--- src/rtl/core/dbm_pkg.sv ---
// dbm_pkg: command codes, field widths and controller/datapath bundles
// for the per-device dirty bit matrix. No dependencies.

package dbm_pkg;

   // field widths of the transfer payloads
   localparam int CMD_W       = 3;
   localparam int DEV_IDX_W   = 4;
   localparam int STORE_IDX_W = 6;

   // command codes
   localparam logic [CMD_W-1:0] CMD_ADD       = 3'd0;
   localparam logic [CMD_W-1:0] CMD_DELETE    = 3'd1;
   localparam logic [CMD_W-1:0] CMD_CHANGED   = 3'd2;
   localparam logic [CMD_W-1:0] CMD_EXCHANGED = 3'd3;
   localparam logic [CMD_W-1:0] CMD_ONLINE    = 3'd4;
   localparam logic [CMD_W-1:0] CMD_OFFLINE   = 3'd5;
   localparam logic [CMD_W-1:0] CMD_QUERY     = 3'd6;

   // controller to datapath
   typedef struct packed {
      logic load;        // capture the request fields
      logic sweep_rd;    // read mask at sweep counter, advance counter
      logic dev_rd;      // read mask of the requested device
      logic set_flags;   // online/offline: fresh mask if needed, update flags
      logic count_upd;   // adjust store count after a sweep
      logic scan_load;   // load query scan register from read data
      logic scan_shift;  // move scan to the next position
      logic emit_hit;    // put a hit result into the output register
      logic emit_empty;  // put the empty answer into the output register
   } dbm_ctrl_type;

   // datapath to controller
   typedef struct packed {
      logic [CMD_W-1:0] cmd;
      logic             room;        // store table not full
      logic             pos_ok;      // store index below store count
      logic             dev_ok;      // device index inside the table
      logic             dev_known;
      logic             dev_online;
      logic             sweep_last;  // sweep counter at the last device
      logic             scan_zero;   // no set bits left in the scan
      logic             scan_bit;    // current scan position is set
      logic             scan_last;   // current position is the final set bit
      logic             out_free;    // output register can take a result
   } dbm_stat_type;

endpackage

--- src/rtl/core/dbm_req_if.sv ---
// dbm_req_if: request channel of the dirty bit matrix (valid/ready plus command fields)
// depends on dbm_pkg for field widths

interface dbm_req_if;
   logic                              valid;
   logic                              ready;
   logic [dbm_pkg::CMD_W-1:0]         cmd;
   logic [dbm_pkg::DEV_IDX_W-1:0]     device_index;
   logic [dbm_pkg::STORE_IDX_W-1:0]   store_index;

   modport source (output valid, output cmd, output device_index, output store_index,
                   input ready);
   modport sink   (input valid, input cmd, input device_index, input store_index,
                   output ready);
endinterface

--- src/rtl/core/dbm_rsp_if.sv ---
// dbm_rsp_if: response channel of the dirty bit matrix (valid/ready plus query results)
// depends on dbm_pkg for field widths

interface dbm_rsp_if;
   logic                              valid;
   logic                              ready;
   logic [dbm_pkg::STORE_IDX_W-1:0]   changed_store;
   logic                              hit;
   logic                              last;

   modport source (output valid, output changed_store, output hit, output last,
                   input ready);
   modport sink   (input valid, input changed_store, input hit, input last,
                   output ready);
endinterface

--- src/rtl/core/dbm_ctrl.sv ---
// dbm_ctrl: command sequencer of the dirty bit matrix
// depends on dbm_pkg for command codes and the control/status bundles

module dbm_ctrl (
   input  logic                  clock,
   input  logic                  reset,
   input  logic                  req_valid,
   output logic                  req_ready,
   input  dbm_pkg::dbm_stat_type stat,
   output dbm_pkg::dbm_ctrl_type ctrl
);

   localparam logic [2:0] S_IDLE   = 3'd0;
   localparam logic [2:0] S_DECODE = 3'd1;
   localparam logic [2:0] S_SWEEP  = 3'd2;
   localparam logic [2:0] S_DRAIN  = 3'd3;
   localparam logic [2:0] S_QLOAD  = 3'd4;
   localparam logic [2:0] S_QSCAN  = 3'd5;
   localparam logic [2:0] S_EMPTY  = 3'd6;

   logic [2:0] state_ff;
   logic [2:0] state_in;

   assign req_ready = (state_ff == S_IDLE);

   // next state and command decode
   always_comb begin
      state_in = state_ff;
      ctrl     = '0;
      unique case (state_ff)
         S_IDLE: begin
            if (req_valid) begin
               ctrl.load = 1'b1;
               state_in  = S_DECODE;
            end
         end
         S_DECODE: begin
            state_in = S_IDLE;
            unique case (stat.cmd) inside
               dbm_pkg::CMD_ADD: begin
                  if (stat.room) state_in = S_SWEEP;
               end
               dbm_pkg::CMD_DELETE, dbm_pkg::CMD_CHANGED: begin
                  if (stat.pos_ok) state_in = S_SWEEP;
               end
               dbm_pkg::CMD_EXCHANGED: begin
                  if (stat.pos_ok && stat.dev_ok && stat.dev_known) begin
                     ctrl.dev_rd = 1'b1;
                     state_in    = S_DRAIN;
                  end
               end
               dbm_pkg::CMD_ONLINE, dbm_pkg::CMD_OFFLINE: begin
                  ctrl.set_flags = stat.dev_ok;
               end
               dbm_pkg::CMD_QUERY: begin
                  if (stat.dev_ok && stat.dev_known && stat.dev_online) begin
                     ctrl.dev_rd = 1'b1;
                     state_in    = S_QLOAD;
                  end else begin
                     state_in = S_EMPTY;
                  end
               end
               default: state_in = S_IDLE;
            endcase
         end
         S_SWEEP: begin
            ctrl.sweep_rd = 1'b1;
            if (stat.sweep_last) state_in = S_DRAIN;
         end
         S_DRAIN: begin
            // last write-back lands here together with the count change
            ctrl.count_upd = 1'b1;
            state_in       = S_IDLE;
         end
         S_QLOAD: begin
            ctrl.scan_load = 1'b1;
            state_in       = S_QSCAN;
         end
         S_QSCAN: begin
            if (stat.scan_zero) begin
               state_in = S_EMPTY;
            end else if (stat.scan_bit) begin
               if (stat.out_free) begin
                  ctrl.emit_hit = 1'b1;
                  if (stat.scan_last) state_in = S_IDLE;
                  else ctrl.scan_shift = 1'b1;
               end
            end else begin
               ctrl.scan_shift = 1'b1;
            end
         end
         S_EMPTY: begin
            if (stat.out_free) begin
               ctrl.emit_empty = 1'b1;
               state_in        = S_IDLE;
            end
         end
         default: state_in = S_IDLE;
      endcase
   end

   always_ff @(posedge clock) begin
      if (reset) begin
         state_ff <= S_IDLE;
      end else begin
         state_ff <= state_in;
      end
   end

endmodule

--- src/rtl/core/dbm_dp.sv ---
// dbm_dp: mask memory, device flags, store count, query scan and output register
// depends on dbm_pkg for command codes, widths and the control/status bundles

module dbm_dp #(
   parameter int STORE_SLOTS  = 64,
   parameter int DEVICE_SLOTS = 16
) (
   input  logic                                clock,
   input  logic                                reset,
   input  logic [dbm_pkg::CMD_W-1:0]           req_cmd,
   input  logic [dbm_pkg::DEV_IDX_W-1:0]       req_device_index,
   input  logic [dbm_pkg::STORE_IDX_W-1:0]     req_store_index,
   input  dbm_pkg::dbm_ctrl_type               ctrl,
   output dbm_pkg::dbm_stat_type               stat,
   output logic                                rsp_valid,
   input  logic                                rsp_ready,
   output logic [dbm_pkg::STORE_IDX_W-1:0]     rsp_changed_store,
   output logic                                rsp_hit,
   output logic                                rsp_last
);

   localparam int SW   = STORE_SLOTS;
   localparam int CW   = $clog2(STORE_SLOTS + 1);
   localparam int DAW  = $clog2(DEVICE_SLOTS);
   localparam int IW   = dbm_pkg::STORE_IDX_W;
   localparam int DW   = dbm_pkg::DEV_IDX_W;
   localparam int DCW0 = $clog2(DEVICE_SLOTS + 1);
   localparam int DCW  = (DCW0 > DW) ? DCW0 : DW;
   localparam int PCW  = (CW > IW) ? CW : IW;

   // captured request
   logic [dbm_pkg::CMD_W-1:0] cmd_ff;
   logic [DW-1:0]             dev_ff;
   logic [IW-1:0]             pos_ff;

   // state
   logic [SW-1:0]           mask_mem [DEVICE_SLOTS];
   logic [CW-1:0]           count_ff;
   logic [DEVICE_SLOTS-1:0] known_ff;
   logic [DEVICE_SLOTS-1:0] online_ff;
   logic [DAW-1:0]          sweep_ff;

   // read stage
   logic [SW-1:0]  rd_data_ff;
   logic           rd_valid_ff;
   logic [DAW-1:0] wr_addr_ff;

   // query scan
   logic [SW-1:0] scan_ff;
   logic [IW-1:0] idx_ff;

   // output register
   logic          rsp_valid_ff;
   logic [IW-1:0] rsp_store_ff;
   logic          rsp_hit_ff;
   logic          rsp_last_ff;

   logic [DAW-1:0] dev_addr;
   logic           dev_ok;
   logic           pos_ok;
   logic           keep;
   logic           want_online;
   logic [SW:0]    ones_sh;
   logic [SW-1:0]  fresh;
   logic [SW-1:0]  pos_bit;
   logic [SW-1:0]  pos_low;
   logic [SW-1:0]  cnt_bit;
   logic [SW-1:0]  wb_data;
   logic           wb_en;
   logic           rd_en;
   logic [DAW-1:0] rd_addr;
   logic           wr_en;
   logic [DAW-1:0] wr_addr;
   logic [SW-1:0]  wr_data;
   logic           out_free;
   logic           scan_last;

   // request capture
   always_ff @(posedge clock) begin
      if (ctrl.load) begin
         cmd_ff <= req_cmd;
         dev_ff <= req_device_index;
         pos_ff <= req_store_index;
      end
   end

   // decoded conditions
   assign dev_addr    = DAW'(dev_ff);
   assign dev_ok      = DCW'(dev_ff) < DCW'(DEVICE_SLOTS);
   assign pos_ok      = PCW'(pos_ff) < PCW'(count_ff);
   assign want_online = (cmd_ff == dbm_pkg::CMD_ONLINE);
   assign keep        = known_ff[dev_addr] && (online_ff[dev_addr] != want_online);

   // bit masks from store count and store index
   always_comb begin
      ones_sh = {(SW + 1){1'b1}} << count_ff;
      fresh   = ~ones_sh[SW-1:0];
      pos_bit = SW'(1) << pos_ff;
      pos_low = pos_bit - SW'(1);
      cnt_bit = SW'(1) << count_ff;
   end

   // mask update applied on write-back
   always_comb begin
      case (cmd_ff)
         dbm_pkg::CMD_ADD:       wb_data = rd_data_ff | cnt_bit;
         dbm_pkg::CMD_DELETE:    wb_data = (rd_data_ff & pos_low) |
                                           ((rd_data_ff >> 1) & ~pos_low);
         dbm_pkg::CMD_CHANGED:   wb_data = rd_data_ff | pos_bit;
         dbm_pkg::CMD_EXCHANGED: wb_data = rd_data_ff & ~pos_bit;
         default:                wb_data = rd_data_ff;
      endcase
   end

   assign wb_en   = rd_valid_ff && (cmd_ff != dbm_pkg::CMD_QUERY) && known_ff[wr_addr_ff];
   assign rd_en   = ctrl.sweep_rd || ctrl.dev_rd;
   assign rd_addr = ctrl.sweep_rd ? sweep_ff : dev_addr;
   assign wr_en   = wb_en || (ctrl.set_flags && !keep);
   assign wr_addr = wb_en ? wr_addr_ff : dev_addr;
   assign wr_data = wb_en ? wb_data : fresh;

   // mask memory, one write and one registered read per cycle
   always_ff @(posedge clock) begin
      if (wr_en) begin
         mask_mem[wr_addr] <= wr_data;
      end
      if (rd_en) begin
         rd_data_ff <= mask_mem[rd_addr];
         wr_addr_ff <= rd_addr;
      end
   end

   // read valid, sweep counter, store count and device flags
   always_ff @(posedge clock) begin
      if (reset) begin
         rd_valid_ff <= 1'b0;
         sweep_ff    <= '0;
         count_ff    <= '0;
         known_ff    <= '0;
         online_ff   <= '0;
      end else begin
         rd_valid_ff <= rd_en;
         if (ctrl.load) begin
            sweep_ff <= '0;
         end else if (ctrl.sweep_rd) begin
            sweep_ff <= sweep_ff + DAW'(1);
         end
         if (ctrl.count_upd) begin
            if (cmd_ff == dbm_pkg::CMD_ADD) begin
               count_ff <= count_ff + CW'(1);
            end else if (cmd_ff == dbm_pkg::CMD_DELETE) begin
               count_ff <= count_ff - CW'(1);
            end
         end
         if (ctrl.set_flags) begin
            known_ff[dev_addr]  <= 1'b1;
            online_ff[dev_addr] <= want_online;
         end
      end
   end

   // query scan, one position per cycle, holding on a set bit while the output register is full
   assign scan_last = ((scan_ff >> 1) == '0);

   always_ff @(posedge clock) begin
      if (ctrl.scan_load) begin
         scan_ff <= rd_data_ff & fresh;
         idx_ff  <= '0;
      end else if (ctrl.scan_shift) begin
         scan_ff <= scan_ff >> 1;
         idx_ff  <= idx_ff + IW'(1);
      end
   end

   // output register
   assign out_free = !rsp_valid_ff || rsp_ready;

   always_ff @(posedge clock) begin
      if (reset) begin
         rsp_valid_ff <= 1'b0;
      end else if (ctrl.emit_hit || ctrl.emit_empty) begin
         rsp_valid_ff <= 1'b1;
      end else if (rsp_ready) begin
         rsp_valid_ff <= 1'b0;
      end
   end

   always_ff @(posedge clock) begin
      if (ctrl.emit_hit) begin
         rsp_store_ff <= idx_ff;
         rsp_hit_ff   <= 1'b1;
         rsp_last_ff  <= scan_last;
      end else if (ctrl.emit_empty) begin
         rsp_store_ff <= '0;
         rsp_hit_ff   <= 1'b0;
         rsp_last_ff  <= 1'b1;
      end
   end

   assign rsp_valid         = rsp_valid_ff;
   assign rsp_changed_store = rsp_store_ff;
   assign rsp_hit           = rsp_hit_ff;
   assign rsp_last          = rsp_last_ff;

   // status to the controller
   always_comb begin
      stat            = '0;
      stat.cmd        = cmd_ff;
      stat.room       = count_ff < CW'(STORE_SLOTS);
      stat.pos_ok     = pos_ok;
      stat.dev_ok     = dev_ok;
      stat.dev_known  = known_ff[dev_addr];
      stat.dev_online = online_ff[dev_addr];
      stat.sweep_last = (sweep_ff == DAW'(DEVICE_SLOTS - 1));
      stat.scan_zero  = (scan_ff == '0);
      stat.scan_bit   = scan_ff[0];
      stat.scan_last  = scan_last;
      stat.out_free   = out_free;
   end

endmodule

--- src/rtl/core/per_device_dirty_bit_matrix.sv ---
// per_device_dirty_bit_matrix: top level, joins the sequencer and the datapath
// depends on dbm_pkg, dbm_req_if, dbm_rsp_if, dbm_ctrl and dbm_dp

// Keeps one dirty mask per device slot, one bit per store position, in a
// memory of DEVICE_SLOTS words with one read port and one write port. One
// request is handled at a time; a new request is taken in the cycle after the
// previous one finishes. Add, delete and changed walk every device slot with
// one mask read per cycle, writing back the masks of known devices; exchanged
// reads and writes back the mask of one device, and online and offline only
// set the flags and, when needed, a fresh mask. A query scans one store
// position at a time up to the highest set bit; the empty answer is given
// for a device that is not online and for an online device with no set bits.
// Every result also waits while the response register is still full. Masks of
// devices that were never brought online or offline are never used, so no
// clearing pass runs after reset.

module per_device_dirty_bit_matrix #(
   parameter int STORE_SLOTS  = 64,
   parameter int DEVICE_SLOTS = 16
) (
   input  logic      clock,
   input  logic      reset,
   dbm_req_if.sink   req_ch,
   dbm_rsp_if.source rsp_ch
);

   dbm_pkg::dbm_ctrl_type ctrl;
   dbm_pkg::dbm_stat_type stat;

   // command sequencer
   dbm_ctrl u_ctrl (
      .clock     (clock),
      .reset     (reset),
      .req_valid (req_ch.valid),
      .req_ready (req_ch.ready),
      .stat      (stat),
      .ctrl      (ctrl)
   );

   // masks, flags, scan and response register
   dbm_dp #(
      .STORE_SLOTS  (STORE_SLOTS),
      .DEVICE_SLOTS (DEVICE_SLOTS)
   ) u_dp (
      .clock             (clock),
      .reset             (reset),
      .req_cmd           (req_ch.cmd),
      .req_device_index  (req_ch.device_index),
      .req_store_index   (req_ch.store_index),
      .ctrl              (ctrl),
      .stat              (stat),
      .rsp_valid         (rsp_ch.valid),
      .rsp_ready         (rsp_ch.ready),
      .rsp_changed_store (rsp_ch.changed_store),
      .rsp_hit           (rsp_ch.hit),
      .rsp_last          (rsp_ch.last)
   );

endmodule
--- src/flat_wrapper.sv ---
// flat-port wrapper written by rule: the top's interface ports become plain ports
module per_device_dirty_bit_matrix_flat 
#(
   parameter int STORE_SLOTS  = 64,
   parameter int DEVICE_SLOTS = 16
)
  (clock, reset, req_ch_valid, req_ch_cmd, req_ch_device_index, req_ch_store_index, req_ch_ready, rsp_ch_valid, rsp_ch_changed_store, rsp_ch_hit, rsp_ch_last, rsp_ch_ready);
  dbm_req_if req_ch_i ();
  dbm_rsp_if rsp_ch_i ();
  input  logic clock;
  input  logic reset;
  input wire logic [$bits(req_ch_i.valid)-1:0] req_ch_valid;
  input wire logic [$bits(req_ch_i.cmd)-1:0] req_ch_cmd;
  input wire logic [$bits(req_ch_i.device_index)-1:0] req_ch_device_index;
  input wire logic [$bits(req_ch_i.store_index)-1:0] req_ch_store_index;
  output wire logic [$bits(req_ch_i.ready)-1:0] req_ch_ready;
  output wire logic [$bits(rsp_ch_i.valid)-1:0] rsp_ch_valid;
  output wire logic [$bits(rsp_ch_i.changed_store)-1:0] rsp_ch_changed_store;
  output wire logic [$bits(rsp_ch_i.hit)-1:0] rsp_ch_hit;
  output wire logic [$bits(rsp_ch_i.last)-1:0] rsp_ch_last;
  input wire logic [$bits(rsp_ch_i.ready)-1:0] rsp_ch_ready;
  assign req_ch_i.valid = req_ch_valid;
  assign req_ch_i.cmd = req_ch_cmd;
  assign req_ch_i.device_index = req_ch_device_index;
  assign req_ch_i.store_index = req_ch_store_index;
  assign req_ch_ready = req_ch_i.ready;
  assign rsp_ch_valid = rsp_ch_i.valid;
  assign rsp_ch_changed_store = rsp_ch_i.changed_store;
  assign rsp_ch_hit = rsp_ch_i.hit;
  assign rsp_ch_last = rsp_ch_i.last;
  assign rsp_ch_i.ready = rsp_ch_ready;
  per_device_dirty_bit_matrix #(.STORE_SLOTS(STORE_SLOTS), .DEVICE_SLOTS(DEVICE_SLOTS)) u_core (.clock(clock), .reset(reset), .req_ch(req_ch_i), .rsp_ch(rsp_ch_i));
endmodule
--- config.mk ---
export PLATFORM = sky130hd
export DESIGN_NAME = per_device_dirty_bit_matrix_flat
export DESIGN_NICKNAME = d
export VERILOG_FILES = /design/src/rtl/core/dbm_pkg.sv /design/src/rtl/core/dbm_req_if.sv /design/src/rtl/core/dbm_rsp_if.sv /design/src/rtl/core/dbm_ctrl.sv /design/src/rtl/core/dbm_dp.sv /design/src/rtl/core/per_device_dirty_bit_matrix.sv /design/src/flat_wrapper.sv
export SDC_FILE = /design/constraint.sdc
export NUM_CORES = 2
export LEC_CHECK = 0
export BUFFER_PORTS_ARGS = -buffer_cell sky130_fd_sc_hd__buf_2
export CAP_MARGIN = 20
export CORE_UTILIZATION = 45
export DETAILED_ROUTE_END_ITERATION = 10
export PLACE_DENSITY = 0.68
export REMOVE_ABC_BUFFERS = 1
export SLEW_MARGIN = 20
export SYNTH_ARGS = -nofsm -noshare
export SYNTH_HDL_FRONTEND = slang
export SYNTH_SLANG_ARGS = --single-unit
--- constraint.sdc ---
create_clock -name clock -period 7 [get_ports clock]
set_input_delay 0.35 -clock clock [delete_from_list [all_inputs] [get_ports clock]]
set_output_delay 0.35 -clock clock [all_outputs]
set_load 0.05 [all_outputs]
==> out/results.tsv <==
stage	metric	value	unit
setup_path	Crit. Startpoint	u_core.u_dp.wr_addr_ff[0]	
timing	RSZ-0062 raised after global routing	no	
die	IO Pins	27	
finish	most frequent cells in the layout	nand2_1, edfxtp_1, nand3_1	
global_route	Remaining Overflow, GRT	0	
finish	post-route design area	62230	um2
yosys	Post-synth EDFFs	1176	
yosys	main combinational cell family by area after synthesis	simple AND/OR/NAND/NOR gates	
timing	final setup TNS	0	ns
yosys	Synth Area in Adders	0.3512	%
clock_tree	H-Tree Level Count	4	
clock_tree	Sink Count	1231	
timing	skew final	0.03416	ns
clock_tree	Worst-Skew Late Latency	0.76	ns
die	Die Span Y	353.4	um
clock_tree	worst-case clock buffer depth	3	
yosys	asr flop ratio synth	0	%
finish	share of cells above drive strength 1	9.567	%
clock_tree	CTS Buf Count	130	
yosys	post-synthesis mux area share	1.439	%
yosys	Ys Warns	0	
run	max-cap viol count	0	
die	Std-Cell Rows	128	
timing	max frequency	208.8	MHz
yosys	xor/xnor share of the synthesized area	0.3782	%
yosys	Seq/Total Area, Yosys	65.52	%
setup_path	data required time of the worst path	7.39	ns
global_route	GRT Util Overall	29.48	%
clock_tree	CTS tree	done	
route	Vias	42173	
global_route	initial antenna violation count	1	
route	wire per inst	28.46	um
global_route	first-pass GRT wire length	272500	um
setup_path	end of the critical path	u_core.u_dp.mask_mem[7][33]	
place	Placed Area	57890	um2
setup_path	critical path fanouts, max	65	
timing	final hold violations	0	
yosys	Syn Std Cell Area	55570	um2
place	GPL Wtd Cong	1.130	
yosys	#FFs+latches synth	1231	
die	Starting Density	45.48	%
power	leakage	21.30	nW
finish	nets	4895	
place	Detailed Place HPWL	111800	um
setup_path	CP Launch Type	flop	
route	DRC errors left	0	
die	core area	122200	um2
setup_path	reg2reg start	u_core.u_dp.wr_addr_ff[0]	
global_route	largest net degree at the start of global routing	165	
finish	Multi-input gate area	17600	um2
finish	FF+latch area	36410	um2
finish	Area Overhead vs Synth	11.98	%
timing	Tightest Pin Transition	1.132	ns
clock_tree	Reg clk slew, reported paths	0.06	ns
route	DR iter-0 viols	6111	
timing	min cycle time layout	4.788	ns
setup_path	crit path DAT	5.18	ns
timing	period utilization	68.41	%
power	P_sw	0.004118	W
yosys	Syn Area/Cell	11.27	um2
route	1st-pass router iterations	9	
timing	final setup fails	0	
power	switch share	25.19	%
timing	slew margin rel.	23.56	%
setup_path	WS Path Type	flop to flop	
power	Reg power frac	49.8	%
route	via density per instance	6.399	
setup_path	Reg-to-Reg End	u_core.u_dp.mask_mem[7][33]	
yosys	Synth cell types	92	
timing	final hold slack	0.1467	ns
setup_path	R2R setup slack	2.21	ns
finish	commonest non-fill, non-tap cell in the layout	nand2_1	
route	post-route ant nets	0	
clock_tree	setup bufs post-CTS	0	
yosys	Compound-Gate Fraction of Synth Area	11.71	%
yosys	simple-gate share of the synthesized area	17.06	%
yosys	Cells after Synth	4930	
place	port bufs	26	
power	clock network power share	40.7	%
status	status	finished, final reports clean	
power	Pwr Density	262.7	nW/um2
power	maximum vdd drop	207.0	uV
timing	Pins Over Slew Limit	0	
yosys	Post-synth top flop	edfxtp_1	
clock_tree	Root Buffer	clkbuf_16	
worst_hold_path	hold crit path type	input pin to flop	
power	combinational share of power	9.5	%
power	Int Pwr	0.01223	W
global_route	vias in the first global route	39499	
setup_path	crit end category	flop	
setup_path	Reg2Reg Depth	7	
finish	# fillers	10495	
route	Routed WL	187600	um
die	Die Footprint	124900	um2
die	Die W	353.4	um
[registers in the layout, indices dropped and copies added, names as in the netlist]
register,cells
u_core.u_dp.known_ff,16
u_core.u_dp.idx_ff,6
u_core.u_dp.sweep_ff,4
u_core.u_dp.count_ff,7
u_core.u_dp.rd_data_ff,64
u_core.u_dp.rsp_last,1
u_core.u_dp.rsp_valid,1
u_core.u_ctrl.state_ff,3
u_core.u_dp.mask_mem,1024
u_core.u_dp.scan_ff,64
u_core.u_dp.rsp_hit,1
u_core.u_dp.rd_valid_ff,1
u_core.u_dp.wr_addr_ff,4
u_core.u_dp.cmd_ff,3
u_core.u_dp.rsp_changed_store,6
u_core.u_dp.dev_addr,4
u_core.u_dp.online_ff,16
u_core.u_dp.pos_ff,6
[timing repair]
action / CTS / global route
hold buffers: 14 / 0
endpoints found under the hold margin: 14 / 0
gates resized for setup: 0 / 0
[worst max-delay path, cell delays in order (launching register included)]
cell      delay, ns
edfxtp_1       0.56
mux4_2         0.58
mux4_2         0.56
nand2_2        0.11
buf_4          0.70
a21oi_1        0.48
nor2_4         0.94
buf_12         0.33
[power groups by stage]
stage	Combinational, W	Sequential, W	Clock (W)
after global routing	0.00165	0.00815	0.00703
after floorplan	0.00113	0.00830	0
after detailed placement	0.00150	0.00830	0
final	0.00155	0.00815	0.00665
after global placement	0.00150	0.00830	0
after CTS	0.00152	0.00814	0.00674
[worst min path at each step]
stage               cells after the start                 startpoint  slack, ns                   endpoint
global route                            4               req_ch_valid       0.20    u_core.u_dp.sweep_ff[0]
finish                                  4               req_ch_valid       0.15    u_core.u_dp.sweep_ff[0]
detailed placement                      2   u_core.u_dp.known_ff[10]       0.48   u_core.u_dp.known_ff[10]
CTS                                     4               req_ch_valid       0.11    u_core.u_dp.sweep_ff[0]
floorplan                               1                      reset       0.42  u_core.u_ctrl.state_ff[0]
global placement                        2  u_core.u_dp.online_ff[12]       0.47  u_core.u_dp.online_ff[12]
[cell usage after synthesis, types with 7 or more instances]
cell type,number,area [um2]
a2111oi_0,7,61.31
a211oi_1,138,1036
a21o_1,9,67.56
a21oi_1,143,715.7
a221oi_1,28,245.2
a22oi_1,22,165.2
a2bb2oi_1,11,96.34
a311oi_1,133,1165
a31oi_1,115,719.4
a32oi_1,11,96.34
and2_1,15,93.84
buf_1,39,146.4
buf_2,53,265.3
clkbuf_1,306,1149
dfxtp_1,55,1101
edfxtp_1,1176,35310
ha_1,14,175.2
inv_1,95,356.6
mux2i_1,45,450.4
mux4_2,13,292.8
nand2_1,1190,4467
nand2b_1,15,93.84
nand3_1,581,2908
nand4_1,14,87.58
nand4b_1,11,96.34
nor2_1,175,656.9
nor2b_1,16,100.1
nor3_1,44,220.2
nor3b_1,11,82.58
nor4_1,26,162.7
o211ai_1,27,202.7
o21a_1,17,127.6
o21ai_0,146,730.7
o21ai_1,8,40.04
o21bai_1,7,52.55
o221ai_1,7,61.31
o22ai_1,28,175.2
o31ai_1,14,105.1
or2_2,7,43.79
or3_1,9,56.30
xnor2_1,18,157.7
[routing by layer]
metal,GRT usage (%),wire length (um),share of wire (%),up-vias
met5,0,7,0.0037,-
met4,13.95,9638,5.1,2
met3,6.778,19770,11,513
met2,44.50,83910,45,2557
met1,40.37,74280,40,20846
li1,-,-,-,18255
[logic make-up after synthesis]
kind of cell / count (synthesis)
fa+ha+maj: 15
xor+xnor: 24
compound gates: 938
simple gates: 2160
flops: 1231
mux: 63
buf+inv: 499
[metrics by stage]
| step | std cells | power (W) | utilization [%] | setup slack (ns) |
|---|---|---|---|---|
| floorplan | 4528 | 0.009432 | - | -19.20 |
| global placement | 6337 | 0.009793 | 47.33 | 2.329 |
| detailed placement | 6339 | 0.009801 | 47.37 | 2.283 |
| CTS | 6587 | 0.01640 | 50.84 | 2.254 |
| global route | 6590 | 0.01683 | 50.93 | 2.030 |
| finish | 6591 | 0.01635 | 50.93 | 2.212 |
[final cells by class]
class | count | area share (%)
inverter | 97 | 0.6072
sequential | 1231 | 58.51
multi-input combinational | 3200 | 28.28
timing repair buffer | 203 | 2.742
antenna | 1 | 0.004021
clock inverter | 75 | 1.118
tap | 1625 | 3.267
clock buffer | 159 | 5.470
Note: power is estimated with default switching activity, not from simulation.
